## config.mk

```make
export PLATFORM = sky130hd
export DESIGN_NAME = cv3_regs
export DESIGN_NICKNAME = d
export VERILOG_FILES = /design/src/cv3_pkg.sv /design/src/cv3_regs.sv
export SDC_FILE = /design/constraint.sdc
export NUM_CORES = 1
export LEC_CHECK = 0
export ABC_AREA = 1
export BUFFER_PORTS_ARGS = -buffer_cell sky130_fd_sc_hd__buf_2
export CAP_MARGIN = 20
export CORE_MARGIN = 5
export CORE_UTILIZATION = 49
export DETAILED_ROUTE_END_ITERATION = 12
export PLACE_DENSITY = 0.8
export SLEW_MARGIN = 30
export SYNTH_ARGS = -nofsm -noshare
export SYNTH_HDL_FRONTEND = slang
export SYNTH_SLANG_ARGS = --single-unit
```

## constraint.sdc

```tcl
create_clock -name clk -period 2.3 [get_ports clk]
set_input_delay 0 -clock clk [delete_from_list [all_inputs] [get_ports clk]]
set_output_delay 0 -clock clk [all_outputs]
set_load 0.02 [all_outputs]
```

## src/cv3_pkg.sv

```systemverilog
`default_nettype none

package cv3_pkg;

    localparam int MAX_COLS    = 1024;
    localparam int SAMPLE_BITS = 16;

    localparam int LINE_DEPTH = MAX_COLS + 2;
    localparam int COL_W      = $clog2(LINE_DEPTH);
    localparam int ROW_W      = 17;

    // field and register widths
    localparam int IN_W       = 16;
    localparam int OUT_W      = 36;
    localparam int COLCNT_W   = 11;
    localparam int ROWCNT_W   = 16;
    localparam int COEF_W     = 16;
    localparam int COEF_ROW_W = 3 * COEF_W;
    localparam int TAPS       = 9;

    // wide enough for col_count and MAX_COLS + 1 over the whole range
    localparam int EXT_W = 16;

    localparam int PROD_W = SAMPLE_BITS + COEF_W;
    localparam int PSUM_W = PROD_W + 2;
    localparam int FULL_W = (PSUM_W + 2 > OUT_W) ? PSUM_W + 2 : OUT_W;

    localparam int APB_DATA_W = 64;
    localparam int APB_ADDR_W = 6;

    typedef enum logic [2:0] {
        REG_COL_COUNT = 3'd0,
        REG_ROW_COUNT = 3'd1,
        REG_COEF_TOP  = 3'd2,
        REG_COEF_MID  = 3'd3,
        REG_COEF_BOT  = 3'd4
    } reg_idx_t;

    // tap k = 3 * window row + window column, left column first
    typedef logic [TAPS-1:0][COEF_W-1:0] coef_t;

    typedef struct packed {
        logic [COL_W-1:0] last_col;
        logic [ROW_W-1:0] last_row;
        coef_t            coef;
    } cfg_t;

    typedef struct packed {
        logic [TAPS-1:0][SAMPLE_BITS-1:0] tap;
        logic                             last;
    } win_t;

endpackage

`default_nettype wire

```

## src/cv3_regs.sv

```systemverilog
`default_nettype none

module cv3_regs
(
    input  wire logic                               clk,
    input  wire logic                               rst_n,
    input  wire logic                               psel,
    input  wire logic                               penable,
    input  wire logic                               pwrite,
    input  wire logic [cv3_pkg::APB_ADDR_W-1:0]     paddr,
    input  wire logic [cv3_pkg::APB_DATA_W-1:0]     pwdata,
    output logic      [cv3_pkg::APB_DATA_W-1:0]     prdata,
    output logic                                    pready,
    output cv3_pkg::cfg_t                           cfg,
    output logic                                    restart
);

    cv3_pkg::reg_idx_t                       idx;
    logic                                    wr_en;
    logic [cv3_pkg::COLCNT_W-1:0]            col_count_reg;
    logic [cv3_pkg::ROWCNT_W-1:0]            row_count_reg;
    logic [2:0][cv3_pkg::COEF_ROW_W-1:0]     coef_reg;
    logic [cv3_pkg::EXT_W-1:0]               col_ext;
    logic [cv3_pkg::EXT_W-1:0]               cols_eff;
    logic [cv3_pkg::ROW_W-1:0]               rows_eff;

    assign pready = 1'b1;
    assign idx    = cv3_pkg::reg_idx_t'(paddr[5:3]);
    assign wr_en  = psel & penable & pwrite;

    always_ff @(posedge clk or negedge rst_n)
    begin
        if (!rst_n)
        begin
            col_count_reg <= cv3_pkg::COLCNT_W'(1);
            row_count_reg <= cv3_pkg::ROWCNT_W'(1);
            coef_reg      <= '0;
        end
        else if (wr_en)
        begin
            case (idx)
                cv3_pkg::REG_COL_COUNT: col_count_reg <= pwdata[cv3_pkg::COLCNT_W-1:0];
                cv3_pkg::REG_ROW_COUNT: row_count_reg <= pwdata[cv3_pkg::ROWCNT_W-1:0];
                cv3_pkg::REG_COEF_TOP:  coef_reg[0]   <= pwdata[cv3_pkg::COEF_ROW_W-1:0];
                cv3_pkg::REG_COEF_MID:  coef_reg[1]   <= pwdata[cv3_pkg::COEF_ROW_W-1:0];
                cv3_pkg::REG_COEF_BOT:  coef_reg[2]   <= pwdata[cv3_pkg::COEF_ROW_W-1:0];
                default: ;
            endcase
        end
    end

    // a size write restarts the frame
    always_comb
    begin
        restart = 1'b0;
        if (wr_en)
        begin
            case (idx)
                cv3_pkg::REG_COL_COUNT: restart = 1'b1;
                cv3_pkg::REG_ROW_COUNT: restart = 1'b1;
                default:                restart = 1'b0;
            endcase
        end
    end

    always_comb
    begin
        case (idx)
            cv3_pkg::REG_COL_COUNT: prdata = cv3_pkg::APB_DATA_W'(col_count_reg);
            cv3_pkg::REG_ROW_COUNT: prdata = cv3_pkg::APB_DATA_W'(row_count_reg);
            cv3_pkg::REG_COEF_TOP:  prdata = cv3_pkg::APB_DATA_W'(coef_reg[0]);
            cv3_pkg::REG_COEF_MID:  prdata = cv3_pkg::APB_DATA_W'(coef_reg[1]);
            cv3_pkg::REG_COEF_BOT:  prdata = cv3_pkg::APB_DATA_W'(coef_reg[2]);
            default:                prdata = '0;
        endcase
    end

    // zero counts act as one, wide column counts clamp to MAX_COLS
    always_comb
    begin
        col_ext = cv3_pkg::EXT_W'(col_count_reg);
        if (col_ext == '0)
            cols_eff = cv3_pkg::EXT_W'(1);
        else if (col_ext > cv3_pkg::EXT_W'(cv3_pkg::MAX_COLS))
            cols_eff = cv3_pkg::EXT_W'(cv3_pkg::MAX_COLS);
        else
            cols_eff = col_ext;

        if (row_count_reg == '0)
            rows_eff = cv3_pkg::ROW_W'(1);
        else
            rows_eff = cv3_pkg::ROW_W'(row_count_reg);
    end

    always_comb
    begin
        cfg.last_col = cv3_pkg::COL_W'(cols_eff + cv3_pkg::EXT_W'(1));
        cfg.last_row = rows_eff + cv3_pkg::ROW_W'(1);
        for (int r = 0; r < 3; r++)
        begin
            for (int k = 0; k < 3; k++)
            begin
                cfg.coef[3*r+k] = coef_reg[r][k*cv3_pkg::COEF_W +: cv3_pkg::COEF_W];
            end
        end
    end

endmodule

`default_nettype wire

```

==> impl_metrics.csv <==
group,metric,value,unit
setup_path,crit_fanout,4,
power_and_ir_drop,pwr-share-seq,0.412,
timing,totalNegativeSetupSlack,-51.3,ps
yosys,synth_ff_type,"dfrtp_1",
timing,worst_pin_slew,682,ps
power_and_ir_drop,ir_worst_vdd,0.000517,V
yosys,synth_top_area_cell,"dfrtp_1",
setup_path,max_stage_delay,420,ps
timing,setup_viol,1,
clocking,cts_buffer_depth,2,
yosys,synthesis.instances,983,
placed_design,dp_hpwl,17300,um
yosys,yosys.cell_types.count,37,
route,firstDrtPassIters,5,
timing,hold_ws,169,ps
timing,fin_crit,2350,ps
flow_run,drv_cap,0,
power_and_ir_drop,power_density,918,nW/um^2
global_route,grt_first_pass_wirelength,40400,um
power_and_ir_drop,p_sw_frac,0.374,
clocking,clk-insertion-delay-late,410,ps
route,drt_iter0_markers,571,
die,die_w,139,um
timing,slew_headroom,0.545,
die,rows,47,
min_path,hold_class,"in -> async",
timing,finClkSkew,0,ps
route,vias,7884,
placed_design,io_buffers,276,
setup_path,crit_path_end_kind,"output pin",
yosys,syn_area,8100,um^2
timing,fmax,0.425,GHz
layout,largest_reg_flops,144,
global_route,antenna_found_initial,0,
die,initial_utilization,0.493,
clocking,cts_sinks,171,
route,via_per_inst,5.14,
route,drc,0,
timing,rsz0062_at_grt,"yes",
setup_path,reg2reg_depth,3,
setup_path,crit_type,"reg -> out",
setup_path,cpMaxStageDelayCell,"dfrtp_2",
clocking,cts.clk_slew.worst_paths,70,ps
power_and_ir_drop,p_int,6.23,mW
layout,num-nets-final,1376,
setup_path,path_cells,"nor2_2, nand3_2, o21bai_4, inv_2, nor2_4, ha_4, nand4_1, nor2_1, nand2_1, o21ai_2, buf_6",
timing,hold_viol,0,
global_route,grt_max_degree,72,
layout,drive_gt1_frac,0.284,
yosys,synth_async_sr_flop_share,1.00,
timing,drv_slew,0,
clocking,cts_root_buf,"clkbuf_16",
die,core_region_area,16400,um^2
yosys,synth_top_area_frac,0.522,
die,ios,313,
outcome,status,"finished, violations left",
setup_path,worst_ep_required_time,2300,ps
setup_path,worstSetupStartpointType,"register",
power_and_ir_drop,power,9.96,mW
clocking,h-tree-depth,4,
power_and_ir_drop,p_leak,5.92,nW
die,fp.dieArea,19200,um^2
timing,fin_crit_sh,1.02,
power_and_ir_drop,clockPowerShare,0.295,
yosys,synth_edf_count,0,
power_and_ir_drop,power.switching,3.72,mW
die,die_y,139,um
outcome,violations,"setup timing",
route,final_antenna_net_count,0,
layout,area_growth,33.9,%
power_and_ir_drop,power_frac_comb,0.293,
route,totalWireLength,25200,um
setup_path,cp.arrival,2350,ps
layout,fin_util,0.661,
yosys,synth.area.top_cells,"dfrtp_1, nand2_1, o21ai_0",
yosys,yosysWarnings,0,
global_route,gr-total-overflow,0,
placed_design,gp_congestion,0.900,
clocking,cts_tree,"built",
route,routedWlPerCell,16.4,um
yosys,ys_seq_area_frac,0.529,
clocking,cts_inserted_buffers,17,
yosys,ys_ff_latch,171,
yosys,syn_area_per_cell,8.24,um^2
timing,final.setup.worst_slack,-51.3,ps
global_route,grt_usage,0.258,
global_route,grt_pass1_vias,7574,
==> through the flow <==
| step | cells | instance area (um^2) | setup slack, ps |
|---|---|---|---|
| global route | 1532 | 10800 | -178 |
| detailed placement | 1442 | 9600 | 273 |
| global placement | 1442 | 9600 | 334 |
| finish | 1534 | 10800 | -51.3 |
| CTS | 1530 | 10800 | 0.0457 |
| floorplan | 998 | 8150 | 204 |
==> synthesized netlist by cell type, types with 8 or more instances <==
cell and count:
a21oi_1 8, buf_2 18, buf_4 23, buf_6 9
clkbuf_1 18, dfrtp_1 169, inv_1 75, nand2_1 349
nand3_1 48, nor2_1 21, o21ai_0 119, o21ai_1 53
xor2_1 14
==> per-layer routing <==
layer / track usage / wire (um) / vias up
met5: 0 / 0 / -
met4: 0.0905 / 660 / 0
met3: 0.0603 / 1850 / 41
met2: 0.420 / 12300 / 329
met1: 0.340 / 10400 / 3738
li1: - / - / 3776
==> layout make-up <==
class                           instances  area (um^2)
Fill cell                            1359         5560
Sequential cell                       171         4290
Multi-Input combinational cell        680         3210
Timing Repair Buffer                  351         2170
Clock buffer                           17          425
Inverter                               79          297
Tap cell                              220          275
Clock inverter                         14          174
Antenna cell                            2         5.00
==> cells in the final DEF (no fill, tap or decap), types with 24 or more instances in the layout <==
| cell type | n |
|---|---|
| buf_2 | 269 |
| inv_1 | 73 |
| nand3_1 | 48 |
| buf_4 | 24 |
| nand2_1 | 345 |
| o21ai_1 | 52 |
| dfrtp_1 | 166 |
| o21ai_0 | 119 |
| dlygate4sd3_1 | 49 |
==> repair_timing <==
| item | 4_1_cts | 5_1_grt |
|---|---|---|
| cloned | 0 | 0 |
| gates resized for setup | 9 | 17 |
| hold buffers | 49 | 0 |
| endpoints found under the setup margin | 3 | 7 |
| endpoints found under the hold margin | 238 | 0 |
| setup buffers | 8 | 3 |
| pin swaps | 2 | 11 |
==> power groups by stage <==
stage	Clock, mW	Combinational [mW]	Sequential, mW
after detailed placement	0	2.74	4.14
after global routing	3.12	3.18	4.17
final	2.94	2.92	4.10
after CTS	2.97	2.88	4.08
after floorplan	0	1.12	4.63
after global placement	0	2.69	4.13
==> cells by family after synthesis <==
family	share of synthesized area
other cells	0.000928
buf+inv	0.0899
xor+xnor	0.0173
flops	0.529
simple gates	0.232
compound gates	0.130
fa+ha+maj	0.00155
==> worst max-delay path: cells and delay by family (launching register included) <==
| kind | cells | cell delay, ps |
|---|---|---|
| and+or+nand+nor | 6 | 740 |
| adders and majority gates | 1 | 140 |
| DFF | 1 | 420 |
| buffers and inverters | 2 | 230 |
| AOI/OAI and AO/OA | 2 | 400 |
==> worst paths after layout <==
| path | startpoint | end | slack, ps |
|---|---|---|---|
| hold / removal | rst_n | cfg[120] | 170 |
| hold reg to reg | col_count_reg[10] | col_count_reg[10] | 500 |
| setup reg to reg | col_count_reg[3] | col_count_reg[3] | 1430 |
| setup / recovery | col_count_reg[3] | cfg[171] | -50 |
| max in group asynchronous | rst_n | col_count_reg[0] | 1430 |
| min in group clk | paddr[3] | cfg[21] | 300 |
Power figures use the tool's default switching activity.
